<file path="src/cslex_pkg.sv">
// Shared constants for the C subset lexer: token classes, keyword tables and field widths.
// Used by the channel interfaces, the lexer top level and its checker.
// No dependencies.
package cslex_pkg;

    // Field widths of the two channels
    localparam int SYM_W  = 8;
    localparam int KIND_W = 6;

    // Keyword table limits
    localparam int KEYWORD_MAX       = 6;
    localparam int KEYWORD_COUNT_DEF = 6;
    localparam int KW_POS            = 8;

    // Token classes
    localparam logic [KIND_W-1:0] TK_COMMA  = 6'd0;
    localparam logic [KIND_W-1:0] TK_SEMI   = 6'd1;
    localparam logic [KIND_W-1:0] TK_LPAR   = 6'd2;
    localparam logic [KIND_W-1:0] TK_RPAR   = 6'd3;
    localparam logic [KIND_W-1:0] TK_LBRC   = 6'd4;
    localparam logic [KIND_W-1:0] TK_RBRC   = 6'd5;
    localparam logic [KIND_W-1:0] TK_MUL    = 6'd6;
    localparam logic [KIND_W-1:0] TK_MOD    = 6'd7;
    localparam logic [KIND_W-1:0] TK_DIV    = 6'd8;
    localparam logic [KIND_W-1:0] TK_EOT    = 6'd9;
    localparam logic [KIND_W-1:0] TK_OR     = 6'd10;
    localparam logic [KIND_W-1:0] TK_AND    = 6'd12;
    localparam logic [KIND_W-1:0] TK_PLUS   = 6'd14;
    localparam logic [KIND_W-1:0] TK_MINUS  = 6'd16;
    localparam logic [KIND_W-1:0] TK_ASSIGN = 6'd18;
    localparam logic [KIND_W-1:0] TK_GT     = 6'd20;
    localparam logic [KIND_W-1:0] TK_LT     = 6'd21;
    localparam logic [KIND_W-1:0] TK_SHR    = 6'd22;
    localparam logic [KIND_W-1:0] TK_SHL    = 6'd23;
    localparam logic [KIND_W-1:0] TK_GE     = 6'd24;
    localparam logic [KIND_W-1:0] TK_LE     = 6'd25;
    localparam logic [KIND_W-1:0] TK_KW0    = 6'd26;
    localparam logic [KIND_W-1:0] TK_NE     = 6'd32;
    localparam logic [KIND_W-1:0] TK_ERR    = 6'd33;
    localparam logic [KIND_W-1:0] TK_IDENT  = 6'd34;
    localparam logic [KIND_W-1:0] TK_CINT   = 6'd35;
    localparam logic [KIND_W-1:0] TK_POINT  = 6'd36;
    localparam logic [KIND_W-1:0] TK_CFLOAT = 6'd37;
    localparam logic [KIND_W-1:0] TK_CEXP   = 6'd38;

    // Keyword spellings, padded with zero bytes so that any length index is in range
    localparam logic [SYM_W-1:0] KW_TEXT [KEYWORD_MAX][KW_POS] = '{
        '{"i", "f", 8'd0, 8'd0, 8'd0, 8'd0, 8'd0, 8'd0},
        '{"e", "l", "s", "e", 8'd0, 8'd0, 8'd0, 8'd0},
        '{"v", "o", "i", "d", 8'd0, 8'd0, 8'd0, 8'd0},
        '{"i", "n", "t", 8'd0, 8'd0, 8'd0, 8'd0, 8'd0},
        '{"d", "o", "u", "b", "l", "e", 8'd0, 8'd0},
        '{"m", "a", "i", "n", 8'd0, 8'd0, 8'd0, 8'd0}
    };

    localparam logic [2:0] KW_LEN [KEYWORD_MAX] = '{3'd2, 3'd4, 3'd4, 3'd3, 3'd6, 3'd4};

    // Single class of | & + - = ; the doubled class is one higher
    function automatic logic [KIND_W-1:0] dbl_single(logic [SYM_W-1:0] c);
        logic [KIND_W-1:0] k;
        case (c)
            "|":     k = TK_OR;
            "&":     k = TK_AND;
            "+":     k = TK_PLUS;
            "-":     k = TK_MINUS;
            default: k = TK_ASSIGN;
        endcase
        return k;
    endfunction

endpackage

</file>
<file path="src/cslex_in_if.sv">
// Character request channel of the C subset lexer.
// Depends on cslex_pkg for the symbol width.
interface cslex_in_if;
    logic                        valid;
    logic                        ready;
    logic [cslex_pkg::SYM_W-1:0] symbol;
    logic                        is_end;

    modport source (output valid, output symbol, output is_end, input ready);
    modport sink   (input valid, input symbol, input is_end, output ready);
endinterface

</file>
<file path="src/cslex_out_if.sv">
// Token request channel of the C subset lexer.
// Depends on cslex_pkg for the token class width.
interface cslex_out_if;
    logic                         valid;
    logic                         ready;
    logic [cslex_pkg::KIND_W-1:0] token_kind;
    logic                         last;

    modport source (output valid, output token_kind, output last, input ready);
    modport sink   (input valid, input token_kind, input last, output ready);
endinterface

</file>
<file path="src/c_subset_lexer.sv">
// Streaming lexer for a small C subset: one source character per request, token classes out.
// A token is written into the token queue as its character is taken and is offered from the
// queue head in order. One character per cycle while ready is high; a character that causes
// two tokens queues both in a four-entry token queue that drops ready while it holds over two.
// Reset (synchronous, active low) returns the lexer to idle and empties the token queue.
// Depends on cslex_pkg, cslex_in_if and cslex_out_if.
module c_subset_lexer #(
    parameter int KEYWORD_COUNT = cslex_pkg::KEYWORD_COUNT_DEF
) (
    input  logic        i_clk,
    input  logic        i_rst_n,
    cslex_in_if.sink    i_req,
    cslex_out_if.source o_tok
);

    localparam int KW = cslex_pkg::KIND_W;
    localparam int SW = cslex_pkg::SYM_W;

    // Lexer state codes
    localparam logic [3:0] ST_IDLE    = 4'd0;
    localparam logic [3:0] ST_SLASH   = 4'd1;
    localparam logic [3:0] ST_COMMENT = 4'd2;
    localparam logic [3:0] ST_DBL     = 4'd3;
    localparam logic [3:0] ST_BANG    = 4'd4;
    localparam logic [3:0] ST_ANGLE   = 4'd5;
    localparam logic [3:0] ST_IDENT   = 4'd6;
    localparam logic [3:0] ST_INT     = 4'd7;
    localparam logic [3:0] ST_DOT     = 4'd8;
    localparam logic [3:0] ST_FRAC    = 4'd9;
    localparam logic [3:0] ST_EXP     = 4'd10;
    localparam logic [3:0] ST_EXPSIGN = 4'd11;
    localparam logic [3:0] ST_EXPDIG  = 4'd12;

    // Lexer state
    logic [3:0]               r_state, n_state;
    logic [SW-1:0]            r_pend, n_pend;
    logic [KEYWORD_COUNT-1:0] r_mask, n_mask;
    logic [2:0]               r_len, n_len;

    // Token queue
    logic [KW-1:0] r_q_kind [4];
    logic          r_q_last [4];
    logic [1:0]    r_wr, r_rd;
    logic [2:0]    r_cnt;

    logic [SW-1:0] c;
    logic          take, pop;

    // Keywords whose character at position len equals c
    function automatic logic [KEYWORD_COUNT-1:0] kw_match(logic [2:0] len, logic [SW-1:0] ch);
        logic [KEYWORD_COUNT-1:0] m;
        m = '0;
        for (int i = 0; i < KEYWORD_COUNT; i++) begin
            if (cslex_pkg::KW_TEXT[i][len] == ch) begin
                m[i] = 1'b1;
            end
        end
        return m;
    endfunction

    function automatic logic is_digit(logic [SW-1:0] ch);
        return (ch >= "0") && (ch <= "9");
    endfunction

    function automatic logic is_alpha(logic [SW-1:0] ch);
        return ((ch >= "a") && (ch <= "z")) || ((ch >= "A") && (ch <= "Z"));
    endfunction

    assign c    = i_req.symbol;
    assign take = i_req.valid && i_req.ready;
    assign pop  = o_tok.valid && o_tok.ready;

    // Class of the token that is pending in the current state
    logic          pd_vld;
    logic [KW-1:0] pd_kind;

    always_comb begin
        pd_vld  = 1'b1;
        pd_kind = cslex_pkg::TK_ERR;
        unique case (r_state)
            ST_SLASH:   pd_kind = cslex_pkg::TK_DIV;
            ST_DBL:     pd_kind = cslex_pkg::dbl_single(r_pend);
            ST_BANG:    pd_kind = cslex_pkg::TK_ERR;
            ST_ANGLE:   pd_kind = (r_pend == ">") ? cslex_pkg::TK_GT : cslex_pkg::TK_LT;
            ST_IDENT: begin
                // The lowest matching keyword of the right length wins
                pd_kind = cslex_pkg::TK_IDENT;
                for (int i = KEYWORD_COUNT - 1; i >= 0; i--) begin
                    if (r_mask[i] && (cslex_pkg::KW_LEN[i] == r_len)) begin
                        pd_kind = cslex_pkg::TK_KW0 + KW'(i);
                    end
                end
            end
            ST_INT:     pd_kind = cslex_pkg::TK_CINT;
            ST_DOT:     pd_kind = cslex_pkg::TK_POINT;
            ST_FRAC:    pd_kind = cslex_pkg::TK_CFLOAT;
            ST_EXP:     pd_kind = cslex_pkg::TK_CEXP;
            ST_EXPSIGN: pd_kind = cslex_pkg::TK_ERR;
            ST_EXPDIG:  pd_kind = cslex_pkg::TK_CEXP;
            default:    pd_vld  = 1'b0;
        endcase
    end

    // Outcome of starting a new token with c from idle
    logic [3:0]    st_state;
    logic          st_emit, st_pend_ld, st_ident;
    logic [KW-1:0] st_kind;

    always_comb begin
        st_state   = ST_IDLE;
        st_emit    = 1'b0;
        st_kind    = cslex_pkg::TK_ERR;
        st_pend_ld = 1'b0;
        st_ident   = 1'b0;
        case (c) inside
            " ", 8'h09, 8'h0D, 8'h0A: ;
            "/":                st_state = ST_SLASH;
            ",":                begin st_emit = 1'b1; st_kind = cslex_pkg::TK_COMMA; end
            ";":                begin st_emit = 1'b1; st_kind = cslex_pkg::TK_SEMI; end
            "(":                begin st_emit = 1'b1; st_kind = cslex_pkg::TK_LPAR; end
            ")":                begin st_emit = 1'b1; st_kind = cslex_pkg::TK_RPAR; end
            "{":                begin st_emit = 1'b1; st_kind = cslex_pkg::TK_LBRC; end
            "}":                begin st_emit = 1'b1; st_kind = cslex_pkg::TK_RBRC; end
            "*":                begin st_emit = 1'b1; st_kind = cslex_pkg::TK_MUL; end
            "%":                begin st_emit = 1'b1; st_kind = cslex_pkg::TK_MOD; end
            "|", "&", "+", "-", "=": begin
                st_state   = ST_DBL;
                st_pend_ld = 1'b1;
            end
            "!":                st_state = ST_BANG;
            ">", "<": begin
                st_state   = ST_ANGLE;
                st_pend_ld = 1'b1;
            end
            ".":                st_state = ST_DOT;
            ["a":"z"], ["A":"Z"]: begin
                st_state = ST_IDENT;
                st_ident = 1'b1;
            end
            ["0":"9"]:          st_state = ST_INT;
            default:            begin st_emit = 1'b1; st_kind = cslex_pkg::TK_ERR; end
        endcase
    end

    // Outcome of offering c to the pending token
    logic          ab_ok, ab_emit, ab_ident, is_e;
    logic [3:0]    ab_state;
    logic [KW-1:0] ab_kind;

    assign is_e = (c == "e") || (c == "E");

    always_comb begin
        ab_ok    = 1'b0;
        ab_emit  = 1'b0;
        ab_ident = 1'b0;
        ab_state = r_state;
        ab_kind  = cslex_pkg::TK_ERR;
        unique case (r_state)
            ST_SLASH: begin
                if (c == "/") begin
                    ab_ok    = 1'b1;
                    ab_state = ST_COMMENT;
                end
            end
            ST_COMMENT: begin
                // Comment runs to the end of the line and swallows the line end
                ab_ok = 1'b1;
                if ((c == 8'h0D) || (c == 8'h0A)) begin
                    ab_state = ST_IDLE;
                end
            end
            ST_DBL: begin
                if (c == r_pend) begin
                    ab_ok    = 1'b1;
                    ab_emit  = 1'b1;
                    ab_kind  = cslex_pkg::dbl_single(r_pend) + KW'(1);
                    ab_state = ST_IDLE;
                end
            end
            ST_BANG: begin
                if (c == "=") begin
                    ab_ok    = 1'b1;
                    ab_emit  = 1'b1;
                    ab_kind  = cslex_pkg::TK_NE;
                    ab_state = ST_IDLE;
                end
            end
            ST_ANGLE: begin
                if (c == r_pend) begin
                    ab_ok    = 1'b1;
                    ab_emit  = 1'b1;
                    ab_kind  = (c == ">") ? cslex_pkg::TK_SHR : cslex_pkg::TK_SHL;
                    ab_state = ST_IDLE;
                end else if (c == "=") begin
                    ab_ok    = 1'b1;
                    ab_emit  = 1'b1;
                    ab_kind  = (r_pend == ">") ? cslex_pkg::TK_GE : cslex_pkg::TK_LE;
                    ab_state = ST_IDLE;
                end
            end
            ST_IDENT: begin
                if (is_alpha(c) || is_digit(c)) begin
                    ab_ok    = 1'b1;
                    ab_ident = 1'b1;
                end
            end
            ST_INT: begin
                if (is_digit(c)) begin
                    ab_ok = 1'b1;
                end else if (c == ".") begin
                    ab_ok    = 1'b1;
                    ab_state = ST_FRAC;
                end else if (is_e) begin
                    ab_ok    = 1'b1;
                    ab_state = ST_EXP;
                end
            end
            ST_DOT: begin
                if (is_digit(c)) begin
                    ab_ok    = 1'b1;
                    ab_state = ST_FRAC;
                end
            end
            ST_FRAC: begin
                if (is_digit(c)) begin
                    ab_ok = 1'b1;
                end else if (is_e) begin
                    ab_ok    = 1'b1;
                    ab_state = ST_EXP;
                end
            end
            ST_EXP: begin
                if ((c == "+") || (c == "-")) begin
                    ab_ok    = 1'b1;
                    ab_state = ST_EXPSIGN;
                end else if (is_digit(c)) begin
                    ab_ok    = 1'b1;
                    ab_state = ST_EXPDIG;
                end
            end
            ST_EXPSIGN, ST_EXPDIG: begin
                if (is_digit(c)) begin
                    ab_ok    = 1'b1;
                    ab_state = ST_EXPDIG;
                end
            end
            default: ab_ok = 1'b0;
        endcase
    end

    // Combine: first token from the pending side, second from the start side
    logic          active;
    logic          a_vld, b_vld;
    logic [KW-1:0] a_kind, b_kind;

    assign active = (r_state != ST_IDLE) && (r_state <= ST_EXPDIG);

    always_comb begin
        n_state = r_state;
        n_pend  = r_pend;
        n_mask  = r_mask;
        n_len   = r_len;
        a_vld   = 1'b0;
        a_kind  = pd_kind;
        b_vld   = 1'b0;
        b_kind  = st_kind;
        if (i_req.is_end) begin
            // End of text flushes the pending token, then marks the end
            a_vld   = pd_vld;
            b_vld   = 1'b1;
            b_kind  = cslex_pkg::TK_EOT;
            n_state = ST_IDLE;
        end else if (active && ab_ok) begin
            a_vld   = ab_emit;
            a_kind  = ab_kind;
            n_state = ab_state;
            if (ab_ident) begin
                n_mask = r_mask & kw_match(r_len, c);
                n_len  = (r_len == 3'd7) ? r_len : r_len + 3'd1;
            end
        end else begin
            // The character closes any pending token and is lexed afresh
            a_vld   = active && pd_vld;
            b_vld   = st_emit;
            n_state = st_state;
            if (st_pend_ld) begin
                n_pend = c;
            end
            if (st_ident) begin
                n_mask = kw_match(3'd0, c);
                n_len  = 3'd1;
            end
        end
    end

    // Tokens to queue this cycle
    logic          s0_vld, s1_vld;
    logic [KW-1:0] s0_kind;
    logic [1:0]    push;

    assign s0_vld  = a_vld || b_vld;
    assign s1_vld  = a_vld && b_vld;
    assign s0_kind = a_vld ? a_kind : b_kind;
    assign push    = take ? ({1'b0, a_vld} + {1'b0, b_vld}) : 2'd0;

    // Lexer state registers
    always_ff @(posedge i_clk) begin
        if (!i_rst_n) begin
            r_state <= ST_IDLE;
            r_pend  <= '0;
            r_mask  <= '0;
            r_len   <= '0;
        end else if (take) begin
            r_state <= n_state;
            r_pend  <= n_pend;
            r_mask  <= n_mask;
            r_len   <= n_len;
        end
    end

    // Token queue pointers and fill level
    always_ff @(posedge i_clk) begin
        if (!i_rst_n) begin
            r_wr  <= '0;
            r_rd  <= '0;
            r_cnt <= '0;
        end else begin
            r_wr  <= r_wr + push;
            r_rd  <= r_rd + {1'b0, pop};
            r_cnt <= r_cnt + {1'b0, push} - {2'b0, pop};
        end
    end

    // Token queue storage
    always_ff @(posedge i_clk) begin
        if (take && s0_vld) begin
            r_q_kind[r_wr] <= s0_kind;
            r_q_last[r_wr] <= !s1_vld;
        end
        if (take && s1_vld) begin
            r_q_kind[r_wr + 2'd1] <= b_kind;
            r_q_last[r_wr + 2'd1] <= 1'b1;
        end
    end

    // Channel outputs
    assign i_req.ready      = (r_cnt <= 3'd2);
    assign o_tok.valid      = (r_cnt != 3'd0);
    assign o_tok.token_kind = r_q_kind[r_rd];
    assign o_tok.last       = r_q_last[r_rd];

endmodule

</file>
<file path="src/flat_wrapper.sv">
// flat-port wrapper written by rule: the top's interface ports become plain ports
module c_subset_lexer_flat 
#(
    parameter int KEYWORD_COUNT = cslex_pkg::KEYWORD_COUNT_DEF
)
  (i_clk, i_rst_n, i_req_valid, i_req_symbol, i_req_is_end, i_req_ready, o_tok_valid, o_tok_token_kind, o_tok_last, o_tok_ready);
  cslex_in_if i_req_i ();
  cslex_out_if o_tok_i ();
  input  logic i_clk;
  input  logic i_rst_n;
  input wire logic [$bits(i_req_i.valid)-1:0] i_req_valid;
  input wire logic [$bits(i_req_i.symbol)-1:0] i_req_symbol;
  input wire logic [$bits(i_req_i.is_end)-1:0] i_req_is_end;
  output wire logic [$bits(i_req_i.ready)-1:0] i_req_ready;
  output wire logic [$bits(o_tok_i.valid)-1:0] o_tok_valid;
  output wire logic [$bits(o_tok_i.token_kind)-1:0] o_tok_token_kind;
  output wire logic [$bits(o_tok_i.last)-1:0] o_tok_last;
  input wire logic [$bits(o_tok_i.ready)-1:0] o_tok_ready;
  assign i_req_i.valid = i_req_valid;
  assign i_req_i.symbol = i_req_symbol;
  assign i_req_i.is_end = i_req_is_end;
  assign i_req_ready = i_req_i.ready;
  assign o_tok_valid = o_tok_i.valid;
  assign o_tok_token_kind = o_tok_i.token_kind;
  assign o_tok_last = o_tok_i.last;
  assign o_tok_i.ready = o_tok_ready;
  c_subset_lexer #(.KEYWORD_COUNT(KEYWORD_COUNT)) u_core (.i_clk(i_clk), .i_rst_n(i_rst_n), .i_req(i_req_i), .o_tok(o_tok_i));
endmodule
</file>
<file path="config.mk">
export PLATFORM = sky130hd
export DESIGN_NAME = c_subset_lexer_flat
export DESIGN_NICKNAME = d
export VERILOG_FILES = /design/src/cslex_pkg.sv /design/src/cslex_in_if.sv /design/src/cslex_out_if.sv /design/src/c_subset_lexer.sv /design/src/flat_wrapper.sv
export SDC_FILE = /design/constraint.sdc
export NUM_CORES = 1
export LEC_CHECK = 0
export BUFFER_PORTS_ARGS = -buffer_cell sky130_fd_sc_hd__buf_4
export CAP_MARGIN = 20
export CELL_PAD_IN_SITES_DETAIL_PLACEMENT = 1
export CELL_PAD_IN_SITES_GLOBAL_PLACEMENT = 2
export CORE_MARGIN = 2
export CORE_UTILIZATION = 42
export CTS_BUF_LIST = sky130_fd_sc_hd__clkbuf_2
export DETAILED_ROUTE_END_ITERATION = 10
export GPL_ROUTABILITY_DRIVEN = 0
export PLACE_DENSITY = 0.89
export REMOVE_ABC_BUFFERS = 1
export SLEW_MARGIN = 25
export SYNTH_ARGS = -nofsm -noshare
export SYNTH_HDL_FRONTEND = slang
export SYNTH_SLANG_ARGS = --single-unit
export TNS_END_PERCENT = 30
</file>
<file path="constraint.sdc">
create_clock -name i_clk -period 7 [get_ports i_clk]
set_input_delay 0 -clock i_clk [delete_from_list [all_inputs] [get_ports i_clk]]
set_output_delay 0 -clock i_clk [all_outputs]
set_load 0.02 [all_outputs]
</file>
# ---- Yosys cells after proc, flatten, opt, wreduce, memory -nomap -nowiden
# Memory sizes are Yosys's and may differ from the RTL's. A register that Yosys moved wholly into a read port is not among the register bits.
# Cells that the tools add are included.
dict set report op_classes {
  add_sub_neg 8
  magnitude_cmp 9
  eq_ne 67
  muxes 181
  bitwise_logic 4
  n_reduce_logical 39
}
# operator n
set ops {}
lappend ops {{$mux W6} 28}
lappend ops {{$eq A8 B6 Y1 const B} 20}
lappend ops {{$mux W4} 29}
lappend ops {{$mux W1} 98}
lappend ops {{$mux W8} 12}
lappend ops {{$eq A8 B8 Y1} 7}
lappend ops {{$eq A8 B7 Y1 const B} 6}
lappend ops {{$pmux W6 S8} 1}
lappend ops {{$eq A7 B8 Y1 const A} 5}
lappend ops {{$pmux W4 S10} 1}
lappend ops {{$eq A8 B4 Y1 const B} 3}
lappend ops {{$eq A4 B4 Y1 const B} 5}
lappend ops {{$pmux W5 S4} 1}
lappend ops {{$pmux W6 S3} 1}
lappend ops {{$logic_and A1 B1 Y1} 17}
lappend ops {{$eq A4 B3 Y1 const B} 4}
lappend ops {{$ge A8 B7 Y1 const B} 2}
lappend ops {{$le A8 B7 Y1 const B} 2}
lappend ops {{$ne A4 B3 Y1 const B} 4}
lappend ops {{$mux W3} 5}
lappend ops {{$ne A12 B12 Y1 const B} 1}
lappend ops {{$reduce_or A11 Y1} 1}
lappend ops {{$pmux W1 S10} 1}
lappend ops {{$eq A4 B2 Y1 const B} 2}
lappend ops {{other kinds (37)} 52}
dict set report word_totals {
  register_bits 28
  ram_bits 28
  mem_bits_ro 384
  out_inout_bits 9
  wordCells 323
  memories 8
}
# name depth word_bits rd rd_clocked_by_memory_dff write_ports line_no
set memory_table {}
lappend memory_table {{(no name shown)} 8 8 1 0 0 c_subset_lexer.sv:54} ;# if (cslex_pkg::KW_TEXT[i][len] == ch) begin
lappend memory_table {{(no name shown)} 8 8 1 0 0 c_subset_lexer.sv:54}
lappend memory_table {{(no name shown)} 8 8 1 0 0 c_subset_lexer.sv:54}
lappend memory_table {{(no name shown)} 8 8 1 0 0 c_subset_lexer.sv:54}
lappend memory_table {{(no name shown)} 8 8 1 0 0 c_subset_lexer.sv:54}
lappend memory_table {{(no name shown)} 8 8 1 0 0 c_subset_lexer.sv:54}
lappend memory_table {{2 more memories} -- -- -- -- -- --}

# ---- Depth between registers and ports, before layout
# Gate-level depths: netlist of the first run.
dict set report logic_depth {
  word_depth 24
  depth_mapped 16
  depth_no_buf 14
}

# ---- Least setup slack after synthesis of the first run
# No wires, ideal clock.
dict set report synth_path {
  path_kind {register -> register}
  startpoint {reg u_core.r_state[3]}
  endpoint {reg u_core.r_cnt[2]}
  setup_time_ps 128
  arrival_ps 3445
  t_required_ps 6872
  setup_slack_ps 3427
  path_stages_with_launch 15
  n_path_buf 1
  cell_sequence {dfxtp_1 > clkbuf_1 > or3b_1 > o41ai_1 > nand2_1 > o221a_2 > a31oi_2 > inv_1 > ha_1 > nand2_1 > ha_1 > fa_1 > xnor2_1 > xnor2_1 > nor2_1}
}
dict set report synth_between {
  elab_chain_len 10
}
# element line_no
set synth_rtl {}
lappend synth_rtl {{start, declared} c_subset_lexer.sv:35} ;# logic [3:0] r_state, n_state;
lappend synth_rtl {{start signal, assigned} c_subset_lexer.sv:314} ;# r_state <= n_state;
lappend synth_rtl {{$eq A4 B4 Y1, or another cell as far along} {c_subset_lexer.sv:80, c_subset_lexer.sv:158}}
lappend synth_rtl {{$reduce_or A3 Y1 (no source line) or $reduce_or A11 Y1 (tied branches)} --}
lappend synth_rtl {{$pmux W1 S10 or $mux W1 (tied branches)} {c_subset_lexer.sv:158, c_subset_lexer.sv:80}}
lappend synth_rtl {{$logic_and A1 B1 Y1 (on tied branches)} {c_subset_lexer.sv:273, c_subset_lexer.sv:283}}
lappend synth_rtl {{$mux W1} c_subset_lexer.sv:273} ;# end else if (active && ab_ok) begin
lappend synth_rtl {{$mux W1} c_subset_lexer.sv:267} ;# if (i_req.is_end) begin
lappend synth_rtl {{$add A1 B1 Y2 *} c_subset_lexer.sv:304} ;# assign push = take ? ({1'b0, a_vld} + {1'b0, b_vld}) : 2'd0;
lappend synth_rtl {{$mux W2 *} c_subset_lexer.sv:304}
lappend synth_rtl {{$add A3 B2 Y3 *} c_subset_lexer.sv:330} ;# r_cnt <= r_cnt + {1'b0, push} - {2'b0, pop};
lappend synth_rtl {{$sub A3 B1 Y3 *} c_subset_lexer.sv:330}
lappend synth_rtl {{end signal, assigned} c_subset_lexer.sv:330}
lappend synth_rtl {{end, declared} c_subset_lexer.sv:44} ;# logic [2:0] r_cnt;
# Every way passes the cells marked *; elsewhere a longest branch is shown, timed or not.
# A chain may end at the register's enable or synchronous reset.

# ---- Worst setup path in the final report of the first run
dict set report layout_path {
  startpoint {reg u_core.r_state[0]}
  endpoint {reg u_core.r_cnt[2]}
}
# Same word-level chain as after synthesis.

==> results of run 1 <==
## synthesized netlist by cell type, types with 11 or more instances
| cell | instances |
|---|---|
| nor2_1 | 61 |
| nand2_1 | 56 |
| a21oi_1 | 43 |
| clkbuf_1 | 42 |
| dfxtp_1 | 36 |
| nand3_1 | 34 |
| nor3_1 | 26 |
| o21ai_0 | 26 |
| inv_1 | 24 |
| edfxtp_1 | 20 |
| xnor2_1 | 20 |
| ha_1 | 16 |
| a31oi_1 | 14 |
| o22ai_1 | 14 |
| and2_1 | 11 |
| nand2b_1 | 11 |
| nand4_1 | 11 |
| nor2b_1 | 11 |
| o31ai_1 | 11 |
| o32ai_1 | 11 |
## logic make-up (layout without fill, tap and decap cells)
| kind of cell | count (synthesis) | count (layout) | synth area share |
|---|---|---|---|
| adders and majority gates | 17 | 17 | 0.0426 |
| xor gates and xnor gates | 26 | 26 | 0.0440 |
| buffers and inverters | 76 | 67 | 0.0591 |
| AOI/OAI and AO/OA | 193 | 193 | 0.260 |
| DFF | 56 | 56 | 0.256 |
| muxes | 14 | 14 | 0.0440 |
| and+or+nand+nor | 286 | 286 | 0.295 |
## path summary, 6_finish.rpt
| kind | from | depth (start not counted) | end | slack (ns) |
|---|---|---|---|---|
| setup / recovery | u_core.r_state[0] | 13 | u_core.r_cnt[2] | 2.08 |
| hold reg to reg | u_core.r_q_last[2] | 1 | u_core.r_q_last[2] | 0.51 |
| hold / removal | i_rst_n | 3 | u_core.r_len[0] | 0.26 |
| setup reg to reg | u_core.r_state[0] | 13 | u_core.r_cnt[2] | 2.08 |
## power groups by stage
| stage | Combinational (mW) | Clock, mW | Sequential [mW] |
|---|---|---|---|
| floorplan | 0.277 | 0 | 0.433 |
| global placement | 0.399 | 0 | 0.447 |
| detailed placement | 0.411 | 0 | 0.451 |
| CTS | 0.418 | 0.164 | 0.444 |
| global route | 0.459 | 0.174 | 0.453 |
| finish | 0.419 | 0.164 | 0.444 |
## per-stage QoR
step | util | hold WS, ns | std cells
floorplan | - | 0.122 | 617
global placement | 0.442 | 0.379 | 786
detailed placement | 0.442 | 0.376 | 786
CTS | 0.457 | 0.263 | 806
global route | 0.457 | 0.278 | 806
finish | 0.457 | 0.264 | 806
## flip-flops by register name, summed over array words and instances (netlist names)
name / flops
u_core.r_wr: 2
u_core.r_q_last: 4
u_core.r_len: 3
u_core.r_q_kind: 24
u_core.r_rd: 2
u_core.r_state: 4
u_core.r_cnt: 3
u_core.r_pend: 8
u_core.r_mask: 6
## worst min-delay path, delay by kind of cell
family / cells / cell delay [ns]
AOI/OAI and AO/OA: 1 / 0.13
buffers and inverters: 2 / 0.74
## cells in the final DEF, fill, tap and decap left out, drive strengths merged, types with 4 or more instances in the layout
cell	Yosys	routed
nor2	62	62
nand2	56	56
a21oi	43	43
dfxtp	36	36
nand3	34	34
o21ai	34	34
nor3	30	30
inv	24	26
buf	9	22
xnor2	20	20
edfxtp	20	20
ha	16	16
a31oi	16	16
o22ai	14	14
dlygate4sd3	0	12
and2	12	12
nand2b	11	11
nand4	11	11
nor2b	11	11
o31ai	11	11
o32ai	11	11
or2	10	10
nor4	9	9
mux4	7	7
mux2i	7	7
xor2	6	6
nor3b	6	6
or3	6	6
a22o	6	6
and3	6	6
o211ai	5	5
clkbuf	42	5
a311oi	5	5
a32oi	4	4
a211oi	4	4
## layer usage
metal / global-route usage / up-vias
met5: 0 / -
met4: 0.138 / 0
met3: 0.0353 / 50
met2: 0.493 / 180
met1: 0.333 / 2573
li1: - / 2494
## final cells by class
| cell class | count | share of cell area |
|---|---|---|
| multi-input combinational | 536 | 0.648 |
| timing repair buffer | 34 | 0.0519 |
| inverter | 25 | 0.0171 |
| tap | 147 | 0.0335 |
| clock inverter | 3 | 0.00478 |
| sequential | 56 | 0.241 |
| clock buffer | 5 | 0.00456 |
## repair_timing
| item | in CTS | in global routing |
|---|---|---|
| hold endpoints to repair | 27 | 0 |
| hold buffers | 12 | 0 |
| resized for setup | 0 | 0 |
==> key figures, run 1 <==
STA
  • Final setup violation count: 0
  • Max Freq: between 200 and 250 MHz
  • Minimum clock period: between 4 and 5 ns
  • Unrepaired setup endpoints after global routing: no
  • Worst-Margin Slew: approximately 0.94 ns
  • Tcrit/Tclk final: 0.703
  • Slew headroom: 0.370
  • Final hold viol count: 0
  • Fin Clk Skew: roughly 0.066 ns
  • Pins Over Slew Limit: 0
  • Setup TNS: 0 ns
  • Setup ws final: between 2 and 2.5 ns

Yosys
  • Gate Count Post-Synth: roughly 670
  • Netlist cell types: roughly 80
  • Synth area leaders: dfxtp_1, edfxtp_1, nor2_1
  • Post-synth EDFFs: 20
  • Avg Inst Size Synth: a little under 8 µm²
  • Ys flop type: dfxtp_1
  • Post-Syn Area: 0.00517 mm²
  • Area leader, netlist: dfxtp_1
  • Share of flip-flops with an asynchronous set or reset: 0
  • Synth warn: 0
  • Number of synthesized register bits: 56
  • Top cell type's share of synthesized area: 0.139
  • Seq/Total Area, Yosys: 0.256

Floorplan
  • Die X-Extent: between 100 and 150 µm
  • Initial Util: 0.430
  • Io pins: 22
  • Total die area: 0.0132 mm²
  • Placeable Area: roughly 0.012 mm²
  • Die height: roughly 110 µm
  • FP Rows: 40

Power
  • Sw Pwr: 432 µW
  • Peak supply drop: about 0.06 mV
  • Combinational share of power: 0.408
  • P_int: slightly below 600 µW
  • Power per Cell Area: between 150 and 200 mW/mm²
  • Pleak: roughly 1.9 nW
  • Total Power: 1.03 mW
  • Switch share: 0.421
  • Clock network power share: 0.159
  • Seq pwr share: 0.433

Global route
  • Gr ovfl total: 0
  • Vias in the first global route: 5,271
  • Total GRT Usage: 0.279
  • First-pass GRT wire length: between 20,000 and 30,000 µm
  • Initial antenna violation count: 0
  • Largest net degree at the start of global routing: 40

Route
  • Met1 wire length: around 7500 µm
  • Routed via count: 5,297
  • 1st-iter DRT viols: ~480
  • Vias per cell: 6.57
  • WL met2: 9100 µm
  • Metal3 WL: roughly 900 µm
  • Number of routed nets with antenna violations: 0
  • Final WL: 18,300 µm
  • Wire per inst: ~23 µm
  • DR DRC count: 0
  • Max Used Layer: met4
  • Drt pass-1 iters: 5

Status
  • Run status: completed

Cells and area
  • Area of the multi-input gates: 0.00356 mm²
  • # fillers: 1,500
  • Final nets: about 700
  • Area added between synthesis and finish: 6.22%
  • Post-route cell area: about 0.0055 mm²
  • Antenna diodes: 0
  • FF+latch area: 0.00132 mm²
  • Layout cell share with drive strength beyond 1: 0.0895

Critical path
  • Critical path class: reg -> reg
  • Max stage delay cell, worst path: dfxtp_1
  • Worst path bufs/invs: 0
  • Crit path max fanout: 24
  • Max stage delay on crit path: roughly 0.96 ns
  • CP endpoint kind: flop
  • Startpoint type of the worst setup path: flop
  • CP Data Required Time: between 7 and 8 ns
  • Cell breakdown of the critical path: o21ai_0 > nand2_1 > a21oi_1 > a21oi_1 > nand3_1 > o21ai_0 > ha_1 > nand2_1 > ha_1 > fa_1 > xnor2_1 > xnor2_1 > nor2_1
  • Worst EP arrival: ~5.4 ns
  • CP top delay family: compound AO/OA/AOI/OAI gates

Placed design
  • Placement-stage cell area: roughly 0.0053 mm²
  • Post-DP HPWL: 13,600 µm
  • I/O Buffers: 21
  • Placement Setup Slack: 2.21 ns

Clocking
  • Max Root-Sink Buffers: 2
  • TritonCTS clock tree: yes
  • CTS H-Tree Depth: 2
  • Cts bufs inserted: 5
  • Sink Count: 56
  • CTS root buf: clkbuf_2
  • Clk_lat worst skew: 0.58 ns
  • Setup bufs post-CTS: 0
  • Reg clk slew, reported paths: 0.39 ns

Worst hold path
  • Hold Crit Class: in -> reg

Job
  • Max-cap violations: 0
Note: power is estimated with default switching activity, not from simulation.
==> run 2, diff against run 1 <==
--- a/config.mk
+++ b/config.mk
@@ -10,11 +10,11 @@
 export CELL_PAD_IN_SITES_DETAIL_PLACEMENT = 1
 export CELL_PAD_IN_SITES_GLOBAL_PLACEMENT = 2
 export CORE_MARGIN = 2
-export CORE_UTILIZATION = 42
+export CORE_UTILIZATION = 39
 export CTS_BUF_LIST = sky130_fd_sc_hd__clkbuf_2
 export DETAILED_ROUTE_END_ITERATION = 10
 export GPL_ROUTABILITY_DRIVEN = 0
-export PLACE_DENSITY = 0.89
+export PLACE_DENSITY = 0.83
 export REMOVE_ABC_BUFFERS = 1
 export SLEW_MARGIN = 25
 export SYNTH_ARGS = -nofsm -noshare
==> constraint.sdc (replaced) <==
create_clock -name i_clk -period 4.8 [get_ports i_clk]
set_input_delay 0 -clock i_clk [delete_from_list [all_inputs] [get_ports i_clk]]
set_output_delay 0 -clock i_clk [all_outputs]
set_load 0.02 [all_outputs]
==> run 2 against run 1 <==
Effect of this change: clock power is 27% higher; sequential share of layout area down 0.45 points; non-clock buffer count is 11 higher; final cell count increased by 5.2%; critical endpoint unchanged; utilization down 3.0 points; worst hold slack worse by 0.16 ns; first-iteration DRC count shrank 0.42%; die area is 7.4% higher; global-route usage shrank 0.98 points.
==> key figures, run 2 (synthesis results as in run 1) <==
Critical path
  • Crit path max fanout: 23 (-4.2%)
  • CP endpoint kind: flop
  • Flop-to-flop setup slack: 0.76 ns (-1.32 ns)
  • Startpoint type of the worst setup path: flop
  • CP Data Required Time: 5.21 ns (-2.24 ns)
  • Worst EP arrival: 4.46 ns (-0.91 ns)
  • Critical path class: reg -> reg

Cells and area
  • Biggest regs: u_core.r_q_kind: 24 flops, u_core.r_pend: 8 flops, u_core.r_mask: 6 flops
  • FF+latch area: 0.00132 mm² (unchanged)
  • Layout cell share with drive strength beyond 1: 0.104 (+0.0149)
  • Max reg flops: 24 (unchanged)
  • Area added between synthesis and finish: 8.23%
  • Util after Layout: 0.428 (-0.0296)
  • Commonest non-fill, non-tap cell in the layout: nor2_1
  • Final nets: 699 (+1.6%)
  • Fin cells: 848 (+5.2%)
  • # fillers: 1,594 (+6.3%)
  • Area of the multi-input gates: 0.00354 mm² (-0.35%)
  • Most frequent cells in the layout: nor2_1, nand2_1, a21oi_1
  • Most flops, register: u_core.r_q_kind

Worst hold path
  • Hold Crit Class: in -> reg

Floorplan
  • Total die area: 0.0142 mm² (+7.4%)
  • Placeable Area: 0.0131 mm² (+8.9%)
  • FP Rows: 42 (+5.0%)
  • Io pins: 22 (unchanged)
  • Initial Util: 0.395 (-0.0353)
  • Die X-Extent: 119 µm (+3.6%)
  • Die height: 119 µm (+3.6%)

Clocking
  • Max Root-Sink Buffers: 2 (unchanged)
  • CTS root buf: clkbuf_2
  • CTS H-Tree Depth: 2 (unchanged)
  • Sink Count: 56 (unchanged)
  • Reg clk slew, reported paths: 0.31 ns (-0.08 ns)
  • Clk_lat worst skew: 0.52 ns (-0.06 ns)
  • Cts bufs inserted: 5 (unchanged)
  • Hold buffer count at CTS: 11 (-1)
  • TritonCTS clock tree: yes
  • Post_cts resized: 0 (unchanged)
  • Setup bufs post-CTS: 0 (unchanged)

STA
  • Max Freq: 247 MHz (+22%)
  • Smallest hold slack: 0.105 ns (-0.160 ns)
  • Pins Over Slew Limit: 0 (unchanged)
  • Fin Clk Skew: 0.0188 ns (-0.0473 ns)
  • Final setup violation count: 0 (unchanged)
  • Tcrit/Tclk final: 0.843 (+0.140)
  • Worst-Margin Slew: 0.975 ns (+0.0310 ns)
  • Final hold viol count: 0 (unchanged)
  • Slew headroom: 0.349 (-0.0207)
  • Unrepaired setup endpoints after global routing: no
  • Setup TNS: 0 ns (unchanged)
  • Minimum clock period: 4.04 ns (-0.877 ns)

Placed design
  • I/O Buffers: 21 (unchanged)
  • Placed cells: 827 (+5.2%)
  • Post-DP HPWL: 14,300 µm (+5.2%)

Route
  • DR DRC count: 0 (unchanged)
  • Routed via count: 5,368 (+1.3%)
  • Vias per cell: 6.33 (-3.7%)
  • 1st-iter DRT viols: 475 (-0.42%)
  • Wire per inst: 22.1 µm (-2.4%)
  • Number of routed nets with antenna violations: 0 (unchanged)
  • Drt pass-1 iters: 5 (unchanged)
  • Final WL: 18,800 µm (+2.7%)

Status
  • Run status: completed

Power
  • Peak supply drop: 0.0985 mV (+60%)
  • Power per Cell Area: 264 mW/mm² (+41%)
  • Pleak: 1.93 nW (+2.5%)

Global route
  • Largest net degree at the start of global routing: 40 (unchanged)
  • Initial antenna violation count: 1 (+1)
  • Total GRT Usage: 0.269 (-0.00977)
  • Gr ovfl total: 0 (unchanged)
  • First-pass GRT wire length: 30,000 µm (+4.6%)
  • Vias in the first global route: 5,451 (+3.4%)

Job
  • Max-cap violations: 0 (unchanged)
## run 2: stage by stage
step | setup WS, ns | power [mW] | area (µm²)
floorplan | 1.02 | 1.04 | 4960
global placement | 0.955 | 1.25 | 5430
detailed placement | 0.829 | 1.28 | 5430
CTS | 0.772 | 1.49 | 5590
global route | 0.343 | 1.58 | 5600
finish | 0.755 | 1.48 | 5600
## run 2: routing by layer
metal | wire length (µm) | global-route usage | vias up
met4 | 884 | 0.130 | 0
met3 | 766 | 0.0426 | 56
li1 | - | - | 2515
met5 | 0 | 0 | -
met1 | 7590 | 0.307 | 2646
met2 | 9540 | 0.486 | 151
## run 2: worst paths after layout
path / from / to / depth (start not counted)
setup / recovery: u_core.r_state[1] / u_core.r_cnt[2] / 14
hold / removal: i_req_symbol[5] / u_core.r_mask[5] / 5
setup reg to reg: u_core.r_state[1] / u_core.r_cnt[2] / 14
hold reg to reg: u_core.r_q_last[2] / u_core.r_q_last[2] / 1
## run 2: critical path, stage by stage, from the launching register on
cell and delay, ns:
dfxtp_1 0.85, or4bb_1 0.46, nor4_2 0.25, a31oi_1 0.14, o221a_2 0.23, a31oi_2 0.18, buf_4 0.18, inv_1 0.05
ha_1 0.26, nand2_1 0.23, ha_1 0.30, fa_1 0.44, xnor2_1 0.18, xnor2_1 0.14, nor2_1 0.05
## run 2: report_power, final
| part | switching (mW) | leakage (nW) | internal, mW |
|---|---|---|---|
| Sequential | 0.0729 | 0.461 | 0.574 |
| Clock | 0.172 | 0.0294 | 0.0370 |
| Combinational | 0.365 | 1.44 | 0.259 |
| Total | 0.609 | 1.93 | 0.870 |
## run 2: final cells by class
class                           instances  share of cell area
Inverter                               25              0.0168
Sequential cell                        56               0.236
Timing Repair Buffer                   45              0.0653
Clock inverter                          3             0.00380
Antenna cell                            2            0.000894
Multi-Input combinational cell        536               0.633
Clock buffer                            5             0.00447
Tap cell                              176              0.0394
==> run 3, diff against run 2 <==
==> constraint.sdc (replaced) <==
create_clock -name i_clk -period 3.95 [get_ports i_clk]
set_input_delay 0 -clock i_clk [delete_from_list [all_inputs] [get_ports i_clk]]
set_output_delay 0 -clock i_clk [all_outputs]
set_load 0.02 [all_outputs]
==> run 3 against run 2 <==
Effect of this change: clock skew down 0.0031 ns; count of clock-buffer cells in the layout up 1; combinational power up 27%; via count up 1.8%; cell area up 1.8%; sequential cell count unchanged; worst hold slack worse by 0.034 ns; critical endpoint unchanged; largest cell class unchanged; largest power group is now combinational cells.
==> key figures, run 3 (synthesis results as in run 1) <==
Floorplan
  • Die X-Extent: 119 µm (unchanged)
  • Initial Util: 0.395 (unchanged)
  • FP Rows: 42 (unchanged)
  • Die height: 119 µm (unchanged)
  • Placeable Area: 0.0131 mm² (unchanged)
  • Total die area: 0.0142 mm² (unchanged)
  • Io pins: 22 (unchanged)

Global route
  • Gr ovfl total: 0 (unchanged)
  • Initial antenna violation count: 1 (unchanged)
  • Total GRT Usage: 0.277 (+0.00816)
  • First-pass GRT wire length: 30,900 µm (+3.0%)
  • Vias in the first global route: 5,620 (+3.1%)
  • Largest net degree at the start of global routing: 40 (unchanged)

Placed design
  • Placement-stage cell area: 0.00552 mm² (+1.5%)
  • Placed cells: 838 (+1.3%)
  • Post-DP HPWL: 14,800 µm (+3.2%)
  • I/O Buffers: 21 (unchanged)

STA
  • Worst-Margin Slew: 0.899 ns (-0.0762 ns)
  • Setup TNS: 0 ns (unchanged)
  • Slew headroom: 0.400 (+0.0508)
  • Unrepaired setup endpoints after global routing: no
  • Tcrit/Tclk final: 0.920 (+0.0777)
  • Minimum clock period: 3.64 ns (-0.409 ns)
  • Fin Clk Skew: 0.0157 ns (-0.00306 ns)
  • Pins Over Slew Limit: 0 (unchanged)
  • Final setup violation count: 0 (unchanged)
  • Max Freq: 275 MHz (+11%)
  • Final hold viol count: 0 (unchanged)

Job
  • Max-cap violations: 0 (unchanged)

Worst hold path
  • Hold Crit Class: in -> reg
  • Worst hold start: i_req_symbol[5]

Cells and area
  • FF+latch area: 0.00132 mm² (unchanged)
  • # fillers: 1,615 (+1.3%)
  • Fin cells: 858 (+1.2%)
  • Post-route cell area: 0.00570 mm² (+1.8%)
  • Final nets: 710 (+1.6%)
  • Most frequent cells in the layout: nor2_1, nand2_1, buf_4
  • Area of the multi-input gates: 0.00355 mm² (about the same)
  • Area added between synthesis and finish: 10.2%
  • Most flops, register: u_core.r_q_kind
  • Biggest regs: u_core.r_q_kind: 24 flops, u_core.r_pend: 8 flops, u_core.r_mask: 6 flops
  • Max reg flops: 24 (unchanged)
  • Commonest non-fill, non-tap cell in the layout: nor2_1
  • Layout cell share with drive strength beyond 1: 0.120 (+0.0159)
  • Util after Layout: 0.435 (+0.00775)

Route
  • 1st-iter DRT viols: 525 (+11%)
  • Final WL: 19,500 µm (+3.6%)
  • DR DRC count: 0 (unchanged)
  • Vias per cell: 6.37 (+0.64%)
  • Routed via count: 5,466 (+1.8%)
  • Drt pass-1 iters: 7 (+2)
  • Number of routed nets with antenna violations: 0 (unchanged)
  • Wire per inst: 22.7 µm (+2.4%)

Critical path
  • Reg-to-Reg Start: u_core.r_state[3]
  • Crit path max fanout: 8 (-65%)
  • Startpoint type of the worst setup path: flop
  • Worst EP arrival: 4.06 ns (-0.40 ns)
  • CP endpoint kind: flop
  • Critical path class: reg -> reg
  • Flop-to-flop setup slack: 0.31 ns (-0.44 ns)
  • CP Data Required Time: 4.38 ns (-0.83 ns)
  • CP Launch Point: u_core.r_state[3]

Clocking
  • CTS root buf: clkbuf_2
  • Cts bufs inserted: 5 (unchanged)
  • Reg clk slew, reported paths: 0.28 ns (-0.03 ns)
  • Sink Count: 56 (unchanged)
  • CTS H-Tree Depth: 2 (unchanged)
  • TritonCTS clock tree: yes
  • Max Root-Sink Buffers: 2 (unchanged)
  • Clk_lat worst skew: 0.52 ns (about the same)

Power
  • Power per Cell Area: 328 mW/mm² (+24%)
  • Peak supply drop: 0.129 mV (+31%)
  • Pleak: 2.00 nW (+3.6%)

Status
  • Run status: completed
## run 3: final cells by class
| class | instances | area share |
|---|---|---|
| inverter | 25 | 0.0165 |
| sequential | 56 | 0.232 |
| clock inverter | 2 | 0.00615 |
| tap | 176 | 0.0387 |
| antenna | 1 | 0.000439 |
| clock buffer | 6 | 0.00527 |
| timing repair buffer | 56 | 0.0786 |
| multi-input combinational | 536 | 0.622 |
## run 3: metal layers
| layer | global-route usage | vias to the layer above | wire length, µm |
|---|---|---|---|
| li1 | - | 2538 | - |
| met5 | 0 | - | 0 |
| met1 | 0.323 | 2663 | 7690 |
| met2 | 0.479 | 192 | 9750 |
| met3 | 0.0378 | 73 | 826 |
| met4 | 0.173 | 0 | 1180 |
## run 3: critical path, cell delays in order, from the launching register on
cell and delay (ns):
dfxtp_1 0.44, or3b_1 0.42, o41ai_1 0.35, nand2_1 0.19
o221a_2 0.33, a31oi_2 0.21, inv_1 0.07, ha_1 0.28
nand2_2 0.17, ha_1 0.27, fa_1 0.44, xnor2_1 0.19
xnor2_1 0.14, nor2_1 0.05
## run 3: stage by stage
step | setup WS, ns | hold WS, ns | power, mW
after floorplan | 0.166 | 0.122 | 1.26
after global placement | 0.384 | 0.369 | 1.53
after detailed placement | 0.286 | 0.379 | 1.57
after CTS | 0.239 | 0.0328 | 1.88
after global routing | 0.0737 | 0.0540 | 1.99
final | 0.314 | 0.0713 | 1.87
## run 3: report_power, final
group	internal [mW]	leakage (nW)	total, mW	switching, mW
combinational	0.324	1.49	0.792	0.468
clock	0.108	0.0430	0.302	0.194
sequential	0.697	0.461	0.775	0.0781
total	1.13	2.00	1.87	0.740
## run 3: worst paths after layout
path | end | cells after the start
worst max-delay path | u_core.r_cnt[2] | 13
worst min-delay path | u_core.r_mask[5] | 5
worst min register to register | u_core.r_q_kind[2][4] | 1
worst max register to register | u_core.r_cnt[2] | 13
## run 3: repair_timing
item,4_1_cts,5_1_grt
setup endpoints to repair,0,1
resized for setup,0,1
endpoints found under the hold margin,27,0
buffers inserted,0,0
hold buffers,11,0
